[config.mk]
export PLATFORM = sky130hd
export DESIGN_NAME = ptib_cfg_regs
export DESIGN_NICKNAME = d
export VERILOG_FILES = /design/src/hw/rtl/pixel_temporal_iir_bandpass_assert.svh /design/src/hw/rtl/ptib_pkg.sv /design/src/hw/rtl/ptib_cfg_regs.sv
export SDC_FILE = /design/constraint.sdc
export NUM_CORES = 1
export LEC_CHECK = 0
export BUFFER_PORTS_ARGS = -buffer_cell sky130_fd_sc_hd__buf_2
export CAP_MARGIN = 20
export CORE_ASPECT_RATIO = 1.75
export CORE_MARGIN = 4
export CORE_UTILIZATION = 49
export DETAILED_ROUTE_END_ITERATION = 7
export GPL_ROUTABILITY_DRIVEN = 0
export GPL_TIMING_DRIVEN = 1
export PLACE_DENSITY = 0.82
export SLEW_MARGIN = 15
export SYNTH_ARGS = -nofsm -noshare
export SYNTH_HDL_FRONTEND = slang
export SYNTH_SLANG_ARGS = --single-unit
[constraint.sdc]
create_clock -name i_clk -period 2.4 [get_ports i_clk]
set_input_delay 0.24 -clock i_clk [delete_from_list [all_inputs] [get_ports i_clk]]
set_output_delay 0.24 -clock i_clk [all_outputs]
set_load 0.01 [all_outputs]
[src/hw/rtl/pixel_temporal_iir_bandpass_assert.svh]
// ----------------------------------------------------------------------------
// Assertion macros for the pixel temporal bandpass
// Shared concurrent property forms, clocked on the rising edge and held off
// while reset is asserted.
// ----------------------------------------------------------------------------
`ifndef PIXEL_TEMPORAL_IIR_BANDPASS_ASSERT_SVH
`define PIXEL_TEMPORAL_IIR_BANDPASS_ASSERT_SVH

// Consequent must hold in the same cycle as the antecedent.
`define PTIB_ASSERT_SAME(label, clk, rst_n, ante, cons) \
    label: assert property (@(posedge clk) disable iff (!(rst_n)) (ante) |-> (cons)) \
        else $error("pixel bandpass property failed");

// Consequent must hold in the cycle after the antecedent.
`define PTIB_ASSERT_NEXT(label, clk, rst_n, ante, cons) \
    label: assert property (@(posedge clk) disable iff (!(rst_n)) (ante) |=> (cons)) \
        else $error("pixel bandpass property failed");

`endif

[src/hw/rtl/ptib_pkg.sv]
// ----------------------------------------------------------------------------
// Pixel temporal bandpass package
// Field widths, register codes, reset values and the lane control bundle.
// ----------------------------------------------------------------------------
package ptib_pkg;

    localparam int INDEX_W     = 14;
    localparam int SAMPLE_W    = 8;
    localparam int CUTOFF_W    = 16;
    localparam int BAND_W      = 25;
    localparam int NUM_CH      = 3;
    localparam int CFG_INDEX_W = 2;

    localparam logic [CUTOFF_W-1:0] CUTOFF_FAST_RESET = 16'd26214;
    localparam logic [CUTOFF_W-1:0] CUTOFF_SLOW_RESET = 16'd3277;
    // About 0.01 in Q0.16; used whenever the slow cutoff is written as zero.
    localparam logic [CUTOFF_W-1:0] SLOW_CUTOFF_FLOOR = 16'd655;

    // Configuration register indexes.
    typedef enum logic [CFG_INDEX_W-1:0] {
        REG_CUTOFF_FAST = 2'd0,
        REG_CUTOFF_SLOW = 2'd1
    } t_cfg_reg;

    // Per-cycle control that the top level hands to each channel lane.
    typedef struct packed {
        logic en_front;  // input, reduce and read stages advance
        logic en_pipe;   // multiply-result and update stages advance
        logic wr_en;     // update stage writes its new state back
        logic fwd;       // last update stage holds the location being read
        logic prime_d;   // update stage item loads the sample directly
    } t_lane_ctrl;

endpackage

[src/hw/rtl/ptib_cfg_regs.sv]
// ----------------------------------------------------------------------------
// Cutoff configuration registers
// Holds the fast and slow Q0.16 cutoffs; a zero slow cutoff is stored as the
// floor value so the datapath never sees it.
// ----------------------------------------------------------------------------
module ptib_cfg_regs
    import ptib_pkg::*;
(
    input  logic                   i_clk,
    input  logic                   i_rst_n,
    input  logic                   i_cfg_valid,
    output logic                   o_cfg_ready,
    input  logic [CFG_INDEX_W-1:0] i_cfg_index,
    input  logic [CUTOFF_W-1:0]    i_cfg_data,
    output logic [CUTOFF_W-1:0]    o_cutoff_fast,
    output logic [CUTOFF_W-1:0]    o_cutoff_slow
);

    logic [CUTOFF_W-1:0] r_cutoff_fast;
    logic [CUTOFF_W-1:0] r_cutoff_slow;
    logic [CUTOFF_W-1:0] n_cutoff_slow;

    // Writes are always taken.
    assign o_cfg_ready = 1'b1;

    // Replace a zero slow cutoff by the floor value at write time.
    assign n_cutoff_slow = (i_cfg_data == '0) ? SLOW_CUTOFF_FLOOR : i_cfg_data;

    // Register decode; indexes past the list are ignored.
    always_ff @(posedge i_clk) begin
        if (!i_rst_n) begin
            r_cutoff_fast <= CUTOFF_FAST_RESET;
            r_cutoff_slow <= CUTOFF_SLOW_RESET;
        end else if (i_cfg_valid) begin
            unique case (i_cfg_index)
                REG_CUTOFF_FAST: r_cutoff_fast <= i_cfg_data;
                REG_CUTOFF_SLOW: r_cutoff_slow <= n_cutoff_slow;
                default: ;
            endcase
        end
    end

    assign o_cutoff_fast = r_cutoff_fast;
    assign o_cutoff_slow = r_cutoff_slow;

endmodule

## After elaboration in Yosys (flattened, before gate mapping)

Cells that the tools add are included.

| storage, ports and cells | value |
|---|---|
| register bits after elaboration | 32 |
| bits of input ports | 21 |
| output and inout port bits | 33 |
| logic and storage cells | 8 |

| cells by class | value |
|---|---|
| equality and inequality tests | 1 |
| mux-type cells | 1 |
| reductions and logical operators | 4 |

Operator list:

| cell | count |
|---|---|
| $logic_not A16 Y1 | 1 |
| $mux W16 | 1 |
| $reduce_and A2 Y1 | 2 |
| $eq A2 B1 Y1 const B | 1 |
| $logic_not A2 Y1 | 1 |

## Depth between registers and ports, before layout

Gate-level depths: netlist of run 1.

| depth | value |
|---|---|
| depth after elaboration | 2 |
| gate-level depth with buffers | 5 |
| depth with buffers taken out | 3 |

## Worst setup path before layout of run 1

No wires, ideal clock.

| timing | value |
|---|---|
| kind | in2reg |
| start | input port i_cfg_index[1] |
| end | register r_cutoff_fast[10], in the netlist o_cutoff_fast[10] |
| library setup time | 137 ps |
| data arrival time | 985 ps |
| required time | 2263 ps |
| setup slack | 1278 ps |
| stages | 5 |
| buffers on the path | 2 |
| path through | or3b_1 buf_6 buf_6 nand2_1 nand3_1 |

| between the ends | value |
|---|---|
| cells in the longest elaborated chain, start to end | 2 |

Ends and longest elaborated chain:

| what | RTL line | source |
|---|---|---|
| start: declaration | ptib_cfg_regs.sv:13 | `input logic [CFG_INDEX_W-1:0] i_cfg_index,` |
| $logic_not A2 Y1 | ptib_cfg_regs.sv:35 | `unique case (i_cfg_index)` |
| $reduce_and A2 Y1 (no source line) | n/a |  |
| end signal: assignment | ptib_cfg_regs.sv:36 | `REG_CUTOFF_FAST: r_cutoff_fast <= i_cfg_data;` |
| end: declaration | ptib_cfg_regs.sv:19 | `logic [CUTOFF_W-1:0] r_cutoff_fast;` |

Every way passes these cells.
A chain may end at the register's enable or synchronous reset.

## Worst setup path in the final report of run 1

| timing | value |
|---|---|
| start | input port i_cfg_index[1] |
| end | register r_cutoff_fast[4], in the netlist o_cutoff_fast[4] |

The elaborated chain is that of the path after synthesis.

==> results.cfg, run 1 <==
[placed_design]
post-place-ws_ns = 0.9301
dp_hpwl_um = 2440
io_buffers = 52

[floorplanning]
start_util_pct = 50.70
die_x_um = 46.39
die_area_um2 = 3488
rows = 24
die_y_um = 75.18
coreArea_um2 = 2492
num_io_pins = 54

[clocking]
clk_pin_slew_worst_paths_ns = 0.06
clk_root_buffer_cell = clkbuf_8
cts-buffers-inserted = 5
cts_tree = done
post_cts_resized = 0
cts.sinks = 32
hold_buffers = 0
cts_setup_buffers = 0
clock_path_buffers = 2
cts.htree.levels = 2
clock_latency_ns = 0.28

[logic_synthesis]
synth_cell_types = 21
yosysMostFrequentCell = nand2_1
async_flop_share_pct = 0
syn_nets = 169
synth_cells = 148
ys_seq_elements = 32
synth_top_cells_by_count = 52 x nand2_1, 32 x dfxtp_1, 12 x a21boi_0
synth_warnings = 0
synth_top_area_share_pct = 50.69
synth_edf_count = 0
syn_avg_cell_area_um2 = 8.539
ys.flop_type = dfxtp_1
seq_area_frac_synth_pct = 50.69
yosysTopAreaCell = dfxtp_1
synthesis.area_um2 = 1264
ys_top_cells_by_area = dfxtp_1 51%, nand2_1 15%, a21boi_0 7.1%, nor3b_1 4.8%, nand3_1 4.4%

[pwr]
peakVddDrop_uv = 777.7
p_leak_nw = 0.7212
power.density_nw_per_um2 = 768.8

[final_layout]
area_growth_pct = 27.23
nets = 218
diodes = 0
drive_gt1_share_pct = 31.82
num-fill-cells = 229

[worst_setup_path]
startpoint_type = input pin
cp_max_fo = 16
max_stage_delay_ns = 0.73
cpMaxStageDelayCell = nor3b_2
cp.arrival_ns = 1.40
path_class = in -> reg
crit_chain = buf_2, nor3b_2, nand2_1, a21boi_0
rr_worst_depth = 2
cp.required_ns = 2.60
rrSetupSlack_ns = 1.70
endpoint_kind = flop

[routing]
drt_iter0_markers = 34
first_pass_iters = 4
vias = 1199
wirelength_um = 3235
vias_per_cell = 5.353
drc_errors = 0
post_drt_wl_per_cell_um = 14.44
ant_nets = 0

[sta]
finalSetupTns_ns = 0
slew_viol_final = 0
fin_skew_ns = 0
setup_violations = 0
hold_violations = 0
min_period_ns = 1.199
rsz0062_at_grt = no
setup_ws_ns = 1.201
clock.fmax_ghz = 0.8340
tightestPinTransition_ns = 0.8724
fin_crit_sh_pct = 49.96
max_slew_margin_pct = 41.59

[worst_hold_path]
hold_path.class = in -> reg
worstHoldPathCells = 3

[grt]
grt_first_pass_wirelength_um = 5037
grt-ovfl-total = 0
grt_max_degree = 37
grt_pass1_vias = 1164
antenna_found_initial = 0
grt_usage_pct = 20.25

[run]
max_cap_viol_count = 0

[outcome]
status = finished clean
report_power, final:
| group | switching, mW | internal (mW) |
|---|---|---|
| clock network | 0.190 | 0.366 |
| registers | 0.0106 | 0.553 |
| logic | 0.0685 | 0.0479 |
layout make-up:
class	count	area, µm²	area share, %
tap	26	32.53	2.023
clock inverter	1	30.03	1.868
clock buffer	7	96.34	5.992
sequential	32	640.6	39.84
multi-input combinational	106	548.0	34.09
timing repair buffer	52	260.3	16.19
final timing paths:
| check | from | end |
|---|---|---|
| setup reg to reg | o_cutoff_slow[3] | o_cutoff_slow[3] |
| setup / recovery | i_cfg_index[1] | o_cutoff_fast[4] |
| hold reg to reg | o_cutoff_fast[9] | o_cutoff_fast[9] |
| hold / removal | i_cfg_data[9] | o_cutoff_fast[9] |
sequential cells by signal, indices dropped and copies added, names as in the netlist:
name	count
o_cutoff_fast	16
o_cutoff_slow	16
through the flow:
step	std cells	instance area, µm²	util (%)	hold WS [ns]	power (mW)
after global routing	224	1608	64.51	0.2021	1.281
after CTS	224	1608	64.51	0.1898	1.248
after floorplan	148	1264	-	0.3640	0.6394
after global placement	216	1481	59.44	0.4427	0.6878
after detailed placement	216	1481	59.44	0.4526	0.6924
final	224	1608	64.51	0.2011	1.236
cell usage in the layout, fill, tap and decap left out, drive strengths merged:
master,instances
nand3b,1
buf,52
or3b,1
nor2,2
conb,1
dfxtp,32
nor4,4
nand2,52
nor3b,9
a21oi,6
nand3,11
bufinv,1
and3b,1
clkbuf,7
o21ai,2
nand4,1
a21boi,15
logic make-up after synthesis:
group | count (synthesis) | share of synthesized area (%)
DFF | 32 | 50.69
other | 1 | 0.2967
AOI/OAI and AO/OA | 23 | 12.08
buffers and inverters | 10 | 5.940
and+or+nand+nor | 82 | 30.99
worst max-delay path: cells and delay by family:
| kind | cells | cell delay, ns |
|---|---|---|
| buffers and inverters | 1 | 0.12 |
| and+or+nand+nor | 2 | 0.84 |
| AOI/OAI and AO/OA | 1 | 0.20 |
per-layer routing:
metal | wire length, µm | GRT usage (%) | share of wire (%) | vias up
li1 | - | - | - | 587
met1 | 1188 | 20.38 | 37 | 549
met2 | 1698 | 35.74 | 52 | 50
met3 | 243 | 5.024 | 7.5 | 13
met4 | 105 | 12.03 | 3.2 | 0
met5 | 0 | 0 | 0 | -
No activity file was read; power rests on OpenSTA's default activity.
==> run 2: changes to the inputs <==
--- a/config.mk
+++ b/config.mk
@@ -9,11 +9,11 @@
 export CAP_MARGIN = 20
 export CORE_ASPECT_RATIO = 1.75
 export CORE_MARGIN = 4
-export CORE_UTILIZATION = 49
+export CORE_UTILIZATION = 46
 export DETAILED_ROUTE_END_ITERATION = 7
 export GPL_ROUTABILITY_DRIVEN = 0
 export GPL_TIMING_DRIVEN = 1
-export PLACE_DENSITY = 0.82
+export PLACE_DENSITY = 0.78
 export SLEW_MARGIN = 15
 export SYNTH_ARGS = -nofsm -noshare
 export SYNTH_HDL_FRONTEND = slang
==> constraint.sdc (replaced) <==
create_clock -name i_clk -period 1.2 [get_ports i_clk]
set_input_delay 0.12 -clock i_clk [delete_from_list [all_inputs] [get_ports i_clk]]
set_output_delay 0.12 -clock i_clk [all_outputs]
set_load 0.01 [all_outputs]
==> results.cfg, run 2 (synthesis results as in run 1) <==
[outcome]
status = finished clean

[worst_hold_path]
hold-path-endpoint = o_cutoff_fast[13]
hold_start = i_cfg_data[13]
worstHoldPathCells = 3
hold_path.class = in -> reg

[clocking]
cts_setup_buffers = 0
cts-buffers-inserted = 5
clock_latency_ns = 0.27
clk_pin_slew_worst_paths_ns = 0.06
cts_tree = done
hold_buffers = 0
post_cts_resized = 0
clk_root_buffer_cell = clkbuf_8
cts.sinks = 32
cts.htree.levels = 2
clock_path_buffers = 2

[worst_setup_path]
cp.arrival_ns = 0.77
path_class = reg -> out
r2r-start = o_cutoff_slow[2]
cp.required_ns = 1.08
crit_buf_inv = 1
crit_family = flip-flops
max_stage_delay_ns = 0.36
crit_chain = buf_2
rr_endpoint = o_cutoff_slow[2]
endpoint_kind = output port
rrSetupSlack_ns = 0.48
rr_worst_depth = 2
cp_max_fo = 2
cpMaxStageDelayCell = dfxtp_1
startpoint_type = flop

[grt]
grt-busiest-layer = met2
grt_usage_pct = 19.05
use_met1_pct = 21.83
grt_first_pass_wirelength_um = 5216
grt_use_met3_pct = 5.324
grt_pass1_vias = 1169
grt_max_degree = 25
grt-ovfl-total = 0
grtUsageMet2_pct = 32.66
antenna_found_initial = 0

[floorplanning]
die_y_um = 77.34
start_util_pct = 49.51
coreArea_um2 = 2552
rows = 24
die_x_um = 47.62
die_area_um2 = 3683
num_io_pins = 54

[sta]
clock.fmax_ghz = 1.122
slew_viol_final = 0
fin_skew_ns = 0
min_period_ns = 0.8915
hold_violations = 0
rsz0062_at_grt = no
setup_violations = 0
finalSetupTns_ns = 0
fin_crit_sh_pct = 74.29

[final_layout]
drive_gt1_share_pct = 32.51
diodes = 0
area_growth_pct = 27.33
num-fill-cells = 241
final_cells = 229
most-common-layout-cells = 52 x nand2_1, 52 x buf_2, 32 x dfxtp_1
nets = 223

[routing]
vias_per_cell = 5.201
post_drt_wl_per_cell_um = 14.02
ant_nets = 0
first_pass_iters = 4
drc_errors = 0
wirelength_um = 3211
drt_iter0_markers = 18
vias = 1191

[pwr]
peakVddDrop_uv = 1019
power.density_nw_per_um2 = 1360
power_mw = 2.189
p_leak_nw = 0.7253

[run]
max_cap_viol_count = 0

[placed_design]
dp_cells = 221
io_buffers = 52
dp_hpwl_um = 2448
[run 2: metal layers]
layer,part of all wire [%],vias up
met5,0,-
met4,1.2,0
met3,6.7,5
met2,54,37
met1,38,553
li1,-,596
[run 2: stage by stage]
stage          hold slack [ns]  util, %  setup slack, ns  cell area, µm²
6_report               0.08937    63.04           0.3085            1609
5_1_grt                 0.1029    63.04           0.1987            1609
4_1_cts                0.08468    63.04           0.2868            1609
3_5_place_dp            0.3690    59.51          0.03180            1519
3_3_place_gp            0.3709    59.51          0.05291            1519
2_1_floorplan           0.2440        -           0.1980            1264
[run 2: power by group]
part           internal [mW]  total [mW]  switching [mW]
clock                  0.467       0.820           0.353
combinational          0.104       0.241           0.137
sequential              1.11        1.13          0.0214
[run 2: worst max-delay path by stage]
stage,slack [ns],end,startpoint,depth (start not counted)
after floorplan,0.20,o_cutoff_fast[10],i_cfg_index[1],5
after global placement,0.05,o_cutoff_slow[3],i_cfg_data[12],4
after detailed placement,0.03,o_cutoff_slow[3],i_cfg_data[12],4
after CTS,0.29,o_cutoff_fast[3],o_cutoff_fast[3],1
after global routing,0.20,o_cutoff_slow[2],i_cfg_data[12],4
final,0.31,o_cutoff_fast[3],o_cutoff_fast[3],1
[run 2: layout make-up]
class	instances	area, µm²	share of cell area [%]
sequential	32	640.6	39.81
multi-input combinational	106	548.0	34.06
timing repair buffer	57	297.8	18.51
clock buffer	8	90.09	5.599
tap	26	32.53	2.022
