## config.mk

```make
export PLATFORM = sky130hd
export DESIGN_NAME = ptib_index_mod
export DESIGN_NICKNAME = d
export VERILOG_FILES = /design/src/hw/rtl/pixel_temporal_iir_bandpass_assert.svh /design/src/hw/rtl/ptib_pkg.sv /design/src/hw/rtl/ptib_index_mod.sv
export SDC_FILE = /design/constraint.sdc
export NUM_CORES = 1
export LEC_CHECK = 0
export ABC_AREA = 0
export BUFFER_PORTS_ARGS = -buffer_cell sky130_fd_sc_hd__clkbuf_2
export CELL_PAD_IN_SITES_DETAIL_PLACEMENT = 0
export CELL_PAD_IN_SITES_GLOBAL_PLACEMENT = 1
export CORE_MARGIN = 4
export CORE_UTILIZATION = 35
export DETAILED_ROUTE_END_ITERATION = 10
export PLACE_DENSITY = 0.74
export SYNTH_ARGS = -nofsm -noshare
export SYNTH_HDL_FRONTEND = slang
export SYNTH_SLANG_ARGS = --single-unit
```

## constraint.sdc

```tcl
create_clock -name i_clk -period 2.2 [get_ports i_clk]
set_clock_uncertainty 0.2 [all_clocks]
set_input_delay 0.44 -clock i_clk [delete_from_list [all_inputs] [get_ports i_clk]]
set_output_delay 0.44 -clock i_clk [all_outputs]
set_load 0.005 [all_outputs]
```

## src/hw/rtl/pixel_temporal_iir_bandpass_assert.svh

```systemverilog
// ----------------------------------------------------------------------------
// Assertion macros for the pixel temporal bandpass
// Shared concurrent property forms, clocked on the rising edge and held off
// while reset is asserted.
// ----------------------------------------------------------------------------
`ifndef PIXEL_TEMPORAL_IIR_BANDPASS_ASSERT_SVH
`define PIXEL_TEMPORAL_IIR_BANDPASS_ASSERT_SVH

// Consequent must hold in the same cycle as the antecedent.
`define PTIB_ASSERT_SAME(label, clk, rst_n, ante, cons) \
    label: assert property (@(posedge clk) disable iff (!(rst_n)) (ante) |-> (cons)) \
        else $error("pixel bandpass property failed");

// Consequent must hold in the cycle after the antecedent.
`define PTIB_ASSERT_NEXT(label, clk, rst_n, ante, cons) \
    label: assert property (@(posedge clk) disable iff (!(rst_n)) (ante) |=> (cons)) \
        else $error("pixel bandpass property failed");

`endif

```

## src/hw/rtl/ptib_pkg.sv

```systemverilog
// ----------------------------------------------------------------------------
// Pixel temporal bandpass package
// Field widths, register codes, reset values and the lane control bundle.
// ----------------------------------------------------------------------------
package ptib_pkg;

    localparam int INDEX_W     = 14;
    localparam int SAMPLE_W    = 8;
    localparam int CUTOFF_W    = 16;
    localparam int BAND_W      = 25;
    localparam int NUM_CH      = 3;
    localparam int CFG_INDEX_W = 2;

    localparam logic [CUTOFF_W-1:0] CUTOFF_FAST_RESET = 16'd26214;
    localparam logic [CUTOFF_W-1:0] CUTOFF_SLOW_RESET = 16'd3277;
    // About 0.01 in Q0.16; used whenever the slow cutoff is written as zero.
    localparam logic [CUTOFF_W-1:0] SLOW_CUTOFF_FLOOR = 16'd655;

    // Configuration register indexes.
    typedef enum logic [CFG_INDEX_W-1:0] {
        REG_CUTOFF_FAST = 2'd0,
        REG_CUTOFF_SLOW = 2'd1
    } t_cfg_reg;

    // Per-cycle control that the top level hands to each channel lane.
    typedef struct packed {
        logic en_front;  // input, reduce and read stages advance
        logic en_pipe;   // multiply-result and update stages advance
        logic wr_en;     // update stage writes its new state back
        logic fwd;       // last update stage holds the location being read
        logic prime_d;   // update stage item loads the sample directly
    } t_lane_ctrl;

endpackage

```

## src/hw/rtl/ptib_index_mod.sv

```systemverilog
// ----------------------------------------------------------------------------
// Pixel location reduction
// Two register stages that reduce the pixel index modulo a smaller frame size
// by a reciprocal multiply, a back-multiply and one correcting subtract.
// ----------------------------------------------------------------------------
module ptib_index_mod
    import ptib_pkg::*;
#(
    parameter int FRAME_PIXELS = 16384,
    localparam int AW = (FRAME_PIXELS > 1) ? $clog2(FRAME_PIXELS) : 1
) (
    input  logic               i_clk,
    input  logic               i_en,
    input  logic [INDEX_W-1:0] i_index,
    output logic [AW-1:0]      o_loc
);

    logic [AW-1:0] r_b_loc;

    if (FRAME_PIXELS < (1 << INDEX_W)) begin : g_mod
        localparam int RK = 2 * INDEX_W;
        localparam longint unsigned RECIP_L = (64'd1 << RK) / FRAME_PIXELS;
        localparam logic [RK:0] RECIP = RECIP_L[RK:0];
        localparam logic [INDEX_W:0] MODULUS = (INDEX_W + 1)'(FRAME_PIXELS);

        logic [INDEX_W+RK:0]  prod;
        logic [INDEX_W-1:0]   r_a_q;
        logic [INDEX_W-1:0]   r_a_idx;
        logic [2*INDEX_W:0]   qn;
        logic [INDEX_W:0]     rem;
        logic [INDEX_W:0]     rem_fix;

        // First stage: quotient estimate, exact or one too small.
        assign prod = (INDEX_W + RK + 1)'(i_index) * (INDEX_W + RK + 1)'(RECIP);

        always_ff @(posedge i_clk) begin
            if (i_en) begin
                r_a_q   <= prod[RK +: INDEX_W];
                r_a_idx <= i_index;
            end
        end

        // Second stage: remainder with a single correction step.
        assign qn      = (2 * INDEX_W + 1)'(r_a_q) * (2 * INDEX_W + 1)'(MODULUS);
        assign rem     = (INDEX_W + 1)'({{(INDEX_W + 1){1'b0}}, r_a_idx} - qn);
        assign rem_fix = (rem >= MODULUS) ? (rem - MODULUS) : rem;

        always_ff @(posedge i_clk) begin
            if (i_en) begin
                r_b_loc <= rem_fix[AW-1:0];
            end
        end
    end else begin : g_pass
        logic [INDEX_W-1:0] r_a_idx;

        // The frame covers every index: location is the index itself.
        always_ff @(posedge i_clk) begin
            if (i_en) begin
                r_a_idx <= i_index;
                r_b_loc <= AW'(r_a_idx);
            end
        end
    end

    assign o_loc = r_b_loc;

endmodule

```

; ---- Yosys cells after proc, flatten, opt, wreduce, memory -nomap -nowiden
; Index checks and enable logic that the tools add are counted.
[totals]
regBits = 28
input_bits = 16
output_inout_bits = 14
word_cells = 2

; ---- Longest topological paths before layout
; Gate-level depths: netlist of run 1.
[depth]
ltp_word = 0
ltp_mapped = 0
ltp_nobuf = 0

; ---- Worst setup path after synthesis of run 1
; No wires, ideal clock.
[synth_timing]
kind = register to output
startpoint = register r_b_loc[0], in the netlist o_loc[0]
endpoint = output port o_loc[0]
arrival_ps = 355
required_ps = 1560
slack_ps = 1205
stages_incl_launch_ff = 1
n_path_buf = 0
cell_sequence = edfxtp_1
[synth_rtl]
columns = item, line_no
row1 = "start, declared", ptib_index_mod.sv:18  ; logic [AW-1:0] r_b_loc;
row2 = "start signal, assigned", ptib_index_mod.sv:60  ; r_b_loc <= AW'(r_a_idx);
row3 = "end, declared", ptib_index_mod.sv:15  ; output logic [AW-1:0] o_loc
; No word-level cell between the ends.

; ---- Final worst setup path of run 1
[layout_timing]
startpoint = register r_b_loc[12], in the netlist o_loc[12]
endpoint = output port o_loc[12]
; No word-level cell between the ends.

==> impl_metrics.env, run 1 <==
export IMPL_rsz0062_at_grt="false"
export IMPL_slew_viol_final=0
export IMPL_status="completed"
export IMPL_grt_max_degree=29
export IMPL_synth_top_area_cell="edfxtp_1"
export IMPL_setup_tns_ns=0
export IMPL_cp_top_family="flip-flops"
export IMPL_grtUsageTotal=0.0685
export IMPL_slew_headroom=0.574
export IMPL_cts_max_level=1
export IMPL_postRouteAntennaNets=0
export IMPL_drt_iter0_drc=11
export IMPL_start_util=0.373
export IMPL_num_rows=17
export IMPL_r2r_end="o_loc[11]"
export IMPL_finalHoldViolations=0
export IMPL_area_growth_syn_to_layout_pct=24.1
export IMPL_use_met3=0.0452
export IMPL_reg2reg_depth=0
export IMPL_synth_top_cell_area_share=1.00
export IMPL_grt_overflow=0
export IMPL_finalWirelength_um=996
export IMPL_synth_fp_nets=44
export IMPL_worstSkewPairLatency_ns=0.30
export IMPL_hp_start="i_index[8]"
export IMPL_ctsHoldBuffers=0
export IMPL_path_cells="clkbuf_2"
export IMPL_multi_input_gates=0
export IMPL_avgSynthCellArea_um2=30.0
export IMPL_yosys_warnings=0
export IMPL_setup_viol=0
export IMPL_cts_made_buffers=3
export IMPL_cpPeakStageDelay_ns=0.40
export IMPL_die_area_mm2=0.00325
export IMPL_syn_inst=28
export IMPL_hold_depth=1
export IMPL_path_clk_slew_ns=0.12
export IMPL_cpMaxStageDelayCell="edfxtp_1"
export IMPL_num_vias=369
export IMPL_startpoint_type="flip-flop"
export IMPL_met2_usage=0.0995
export IMPL_clock_sinks=28
export IMPL_drive_gt1_frac=0.533
export IMPL_antenna_found_initial=0
export IMPL_min_path_type="in2reg"
export IMPL_clockBufferDepth=2
export IMPL_cap_viol_max_count=0
export IMPL_portBuffers=29
export IMPL_end_kind="primary output"
export IMPL_leakagePower_nw=0.408
export IMPL_yosysUniqueCellTypes=1
export IMPL_tightest_slew_ns=0.640
export IMPL_vias_per_cell=4.19
export IMPL_drt_pass1_iter_count=2
export IMPL_rr_startpoint="g_pass.r_a_idx[11]"
export IMPL_core_area_mm2=0.00225
export IMPL_seq_area_um2=841
export IMPL_path_buf_inv=1
export IMPL_diodes=0
export IMPL_post_route_period_util=0.663
export IMPL_grt_busiest_layer="met2"
export IMPL_ys_seq_area_frac=1.00
export IMPL_drcViolationCount=0
export IMPL_post_cts_buffers=0
export IMPL_critPathMaxFanout=1
export IMPL_cts_tree="yes"
export IMPL_dieWidth_um=57.0
export IMPL_netlist_area_um2=841
export IMPL_fillers=214
export IMPL_synth_area_top_cells="edfxtp_1 100%"
export IMPL_grt_pass1_vias=340
export IMPL_io_pins=30
export IMPL_ir_drop_v=0.000472
export IMPL_design_power_total_uw=866
export IMPL_period_minus_slack_ns=1.46
export IMPL_cts_resized=0
export IMPL_reg2reg_setup_slack_ns=1.37
export IMPL_fmax_mhz=685
export IMPL_cp_data_arrival_time_ns=0.82
export IMPL_grt_use_met1=0.0795
export IMPL_nNetsFinal=78
export IMPL_die_h_um=57.0
export IMPL_min_to="g_pass.r_a_idx[8]"
export IMPL_ys_ff_latch=28
export IMPL_multi_input_area_um2=0
export IMPL_power_density_mw_per_mm2=830
export IMPL_crit_type="reg2out"
export IMPL_wl_per_cell_um=11.3
export IMPL_grt_first_pass_wirelength_um=1580
export IMPL_critPathRequiredTime_ns=1.56
export IMPL_root_buffer="clkbuf_4"
export IMPL_gp_congestion=0.642
[through the flow]
stage | cell area, µm² | hold WS, ns | std cells | utilization | worst slack, ns
after floorplan | 841 | 0.200 | 28 | - | 1.20
after global placement | 1020 | 0.201 | 85 | 0.453 | 0.686
after detailed placement | 1020 | 0.205 | 85 | 0.453 | 0.665
after CTS | 1040 | 0.0911 | 88 | 0.463 | 0.724
after global routing | 1040 | 0.0653 | 88 | 0.463 | 0.669
final | 1040 | 0.102 | 88 | 0.463 | 0.741
[where the power goes]
group	total (mW)	internal, mW	switching, mW
clock	0.186	0.0638	0.122
sequential	0.640	0.632	0.00849
combinational	0.0397	0.0197	0.0201
[area by class of cell]
class / count / share of cell area
Timing Repair Buffer: 29 / 0.139
Clock buffer: 3 / 0.0216
Sequential cell: 28 / 0.806
Tap cell: 28 / 0.0336
[logic make-up after synthesis]
group and share of synthesized area:
flip-flops 1.00
[worst max-delay path by stage]
stage / from / end / slack [ns] / cells after the start
floorplan: o_loc[0] / o_loc[0] / 1.20 / 0
global placement: i_en / o_loc[11] / 0.69 / 1
detailed placement: i_en / o_loc[13] / 0.67 / 1
CTS: o_loc[7] / o_loc[7] / 0.72 / 1
global route: o_loc[4] / o_loc[4] / 0.67 / 1
finish: o_loc[12] / o_loc[12] / 0.74 / 1
[cell usage in the layout, fill, tap and decap left out, drive strengths merged]
cell	instances
clkbuf	32
edfxtp	28
[per-layer routing]
metal,vias to the layer above,share of wire
li1,179,-
met1,173,0.36
met2,17,0.52
met3,0,0.12
met4,0,0
met5,-,0
[state kept, by name, indices dropped and copies added (netlist names)]
name,cells
g_pass.r_a_idx,14
o_loc,14
[synthesized netlist by cell type (all sizes together)]
cell    number
edfxtp      28
Note: power is estimated with default switching activity, not from simulation.
==> inputs of run 2 (changes only) <==
--- a/config.mk
+++ b/config.mk
@@ -12,7 +12,7 @@
 export CORE_MARGIN = 4
 export CORE_UTILIZATION = 35
 export DETAILED_ROUTE_END_ITERATION = 10
-export PLACE_DENSITY = 0.74
+export PLACE_DENSITY = 0.77
 export SYNTH_ARGS = -nofsm -noshare
 export SYNTH_HDL_FRONTEND = slang
 export SYNTH_SLANG_ARGS = --single-unit
==> constraint.sdc (replaced) <==
create_clock -name i_clk -period 1.2 [get_ports i_clk]
set_clock_uncertainty 0.2 [all_clocks]
set_input_delay 0.24 -clock i_clk [delete_from_list [all_inputs] [get_ports i_clk]]
set_output_delay 0.24 -clock i_clk [all_outputs]
set_load 0.005 [all_outputs]
==> run 2 against run 1 <==
Net effect:
- the run now ends with setup timing left
- sequential power grew 84%
- via count increased by 13%
- utilization up 7.1 points
==> impl_metrics.env, run 2 (synthesized netlist as in run 1, its figures left out) <==
export IMPL_status="complete, but fails checks"
export IMPL_violations="setup timing"
export IMPL_num_vias=416
export IMPL_path_cells="clkbuf_2"
export IMPL_crit_type="reg2out"
export IMPL_rr_startpoint="g_pass.r_a_idx[8]"
export IMPL_post_cts_buffers=0
export IMPL_worst_path_stages=1
export IMPL_gp_congestion=0.637
export IMPL_dp_slack_ns=0.156
export IMPL_reg2reg_depth=0
export IMPL_placed_area_mm2=0.00104
export IMPL_tightest_slew_ns=0.145
export IMPL_startpoint_type="flip-flop"
export IMPL_final_cells=103
export IMPL_fin_ws_ns=-0.0786
export IMPL_core_area_mm2=0.00225
export IMPL_leakagePower_nw=0.476
export IMPL_area_growth_syn_to_layout_pct=43.2
export IMPL_dieWidth_um=57.0
export IMPL_drt_pass1_iter_count=2
export IMPL_diodes=0
export IMPL_cts_made_buffers=3
export IMPL_path_clk_slew_ns=0.14
export IMPL_root_buffer="clkbuf_4"
export IMPL_r2r_end="o_loc[8]"
export IMPL_drive_gt1_frac=0.440
export IMPL_cp_data_arrival_time_ns=0.84
export IMPL_cts_resized=0
export IMPL_final_cell_mix="29 x clkbuf_2, 28 x edfxtp_1, 14 x dlygate4sd3_1"
export IMPL_clockBufferDepth=2
export IMPL_antenna_found_initial=0
export IMPL_grt_pass1_vias=413
export IMPL_cp_top_family="flip-flops"
export IMPL_finalWirelength_um=1270
export IMPL_cts_max_level=1
export IMPL_cts_tree="yes"
export IMPL_nNetsFinal=93
export IMPL_min_path_type="in2reg"
export IMPL_critPathMaxFanout=1
export IMPL_fin_area_mm2=0.00120
export IMPL_fillers=192
export IMPL_setup_tns_ns=-0.749
export IMPL_postRouteAntennaNets=0
export IMPL_die_area_mm2=0.00325
export IMPL_drcViolationCount=0
export IMPL_cpMaxStageDelayCell="edfxtp_1"
export IMPL_power_density_mw_per_mm2=1370
export IMPL_hold_depth=2
export IMPL_placed_cells=86
export IMPL_portBuffers=29
export IMPL_die_h_um=57.0
export IMPL_num_rows=17
export IMPL_fmax_mhz=782
export IMPL_vias_per_cell=4.04
export IMPL_grt_first_pass_wirelength_um=1960
export IMPL_slew_headroom=0.903
export IMPL_min_to="g_pass.r_a_idx[2]"
export IMPL_drt_iter0_drc=14
export IMPL_cap_viol_max_count=0
export IMPL_cpPeakStageDelay_ns=0.40
export IMPL_end_kind="primary output"
export IMPL_wl_per_cell_um=12.3
export IMPL_period_minus_slack_ns=1.28
export IMPL_start_util=0.373
export IMPL_hp_start="i_en"
export IMPL_grtUsageTotal=0.0820
export IMPL_slew_viol_final=0
export IMPL_finalHoldViolations=0
export IMPL_post_route_period_util=1.07
export IMPL_grt_overflow=0
export IMPL_multi_input_gates=0
export IMPL_setup_viol=14
export IMPL_io_pins=30
export IMPL_critPathRequiredTime_ns=0.76
export IMPL_rsz0062_at_grt="true"
export IMPL_grt_max_degree=29
export IMPL_worstSkewPairLatency_ns=0.31
export IMPL_clock_sinks=28
export IMPL_multi_input_area_um2=0
export IMPL_reg2reg_setup_slack_ns=0.35
export IMPL_ir_drop_v=0.00108
export IMPL_final_common_cell="clkbuf_2"
export IMPL_path_buf_inv=1
run 2: cell types whose count changed in the layout (fill, tap and decap cells not counted), sizes merged:
cell,change
buf,+1
dlygate4sd3,+14
run 2: worst max-delay path by stage:
stage                         from                end
after global placement        i_en           o_loc[9]
after floorplan           o_loc[0]           o_loc[0]
final                     o_loc[2]           o_loc[2]
after CTS                 o_loc[2]           o_loc[2]
after global routing      o_loc[8]           o_loc[8]
after detailed placement      i_en  g_pass.r_a_idx[4]
run 2: layout make-up:
type                  instances  area, µm²  share of cell area
Sequential cell              28        841               0.699
Timing Repair Buffer         44        305               0.254
Tap cell                     28       35.0              0.0291
Clock buffer                  3       22.5              0.0187
run 2: through the flow:
| stage | hold WS (ns) | power (mW) | util |
|---|---|---|---|
| floorplan | 0.139 | 1.20 | - |
| global placement | 0.201 | 1.28 | 0.462 |
| detailed placement | 0.205 | 1.28 | 0.462 |
| CTS | 0.157 | 1.65 | 0.534 |
| global route | 0.158 | 1.72 | 0.534 |
| finish | 0.151 | 1.65 | 0.534 |
run 2: power by group:
group	total (mW)	internal [mW]	switching (mW)
combinational	0.117	0.0722	0.0451
clock	0.360	0.117	0.243
sequential	1.18	1.16	0.0175
total	1.65	1.35	0.306
run 2: routing by layer:
layer / vias to the layer above / global-route usage / wire (µm)
met5: - / 0 / 0
met4: 0 / 0.0397 / 11
met3: 2 / 0.0339 / 76
met2: 14 / 0.132 / 660
met1: 192 / 0.0947 / 518
li1: 208 / - / -
run 2: what timing repair did:
action                                  4_1_cts  5_1_grt
pin swaps                                     0        0
endpoints found under the setup margin       14       14
hold endpoints to repair                     14        0
hold buffers                                 14        0
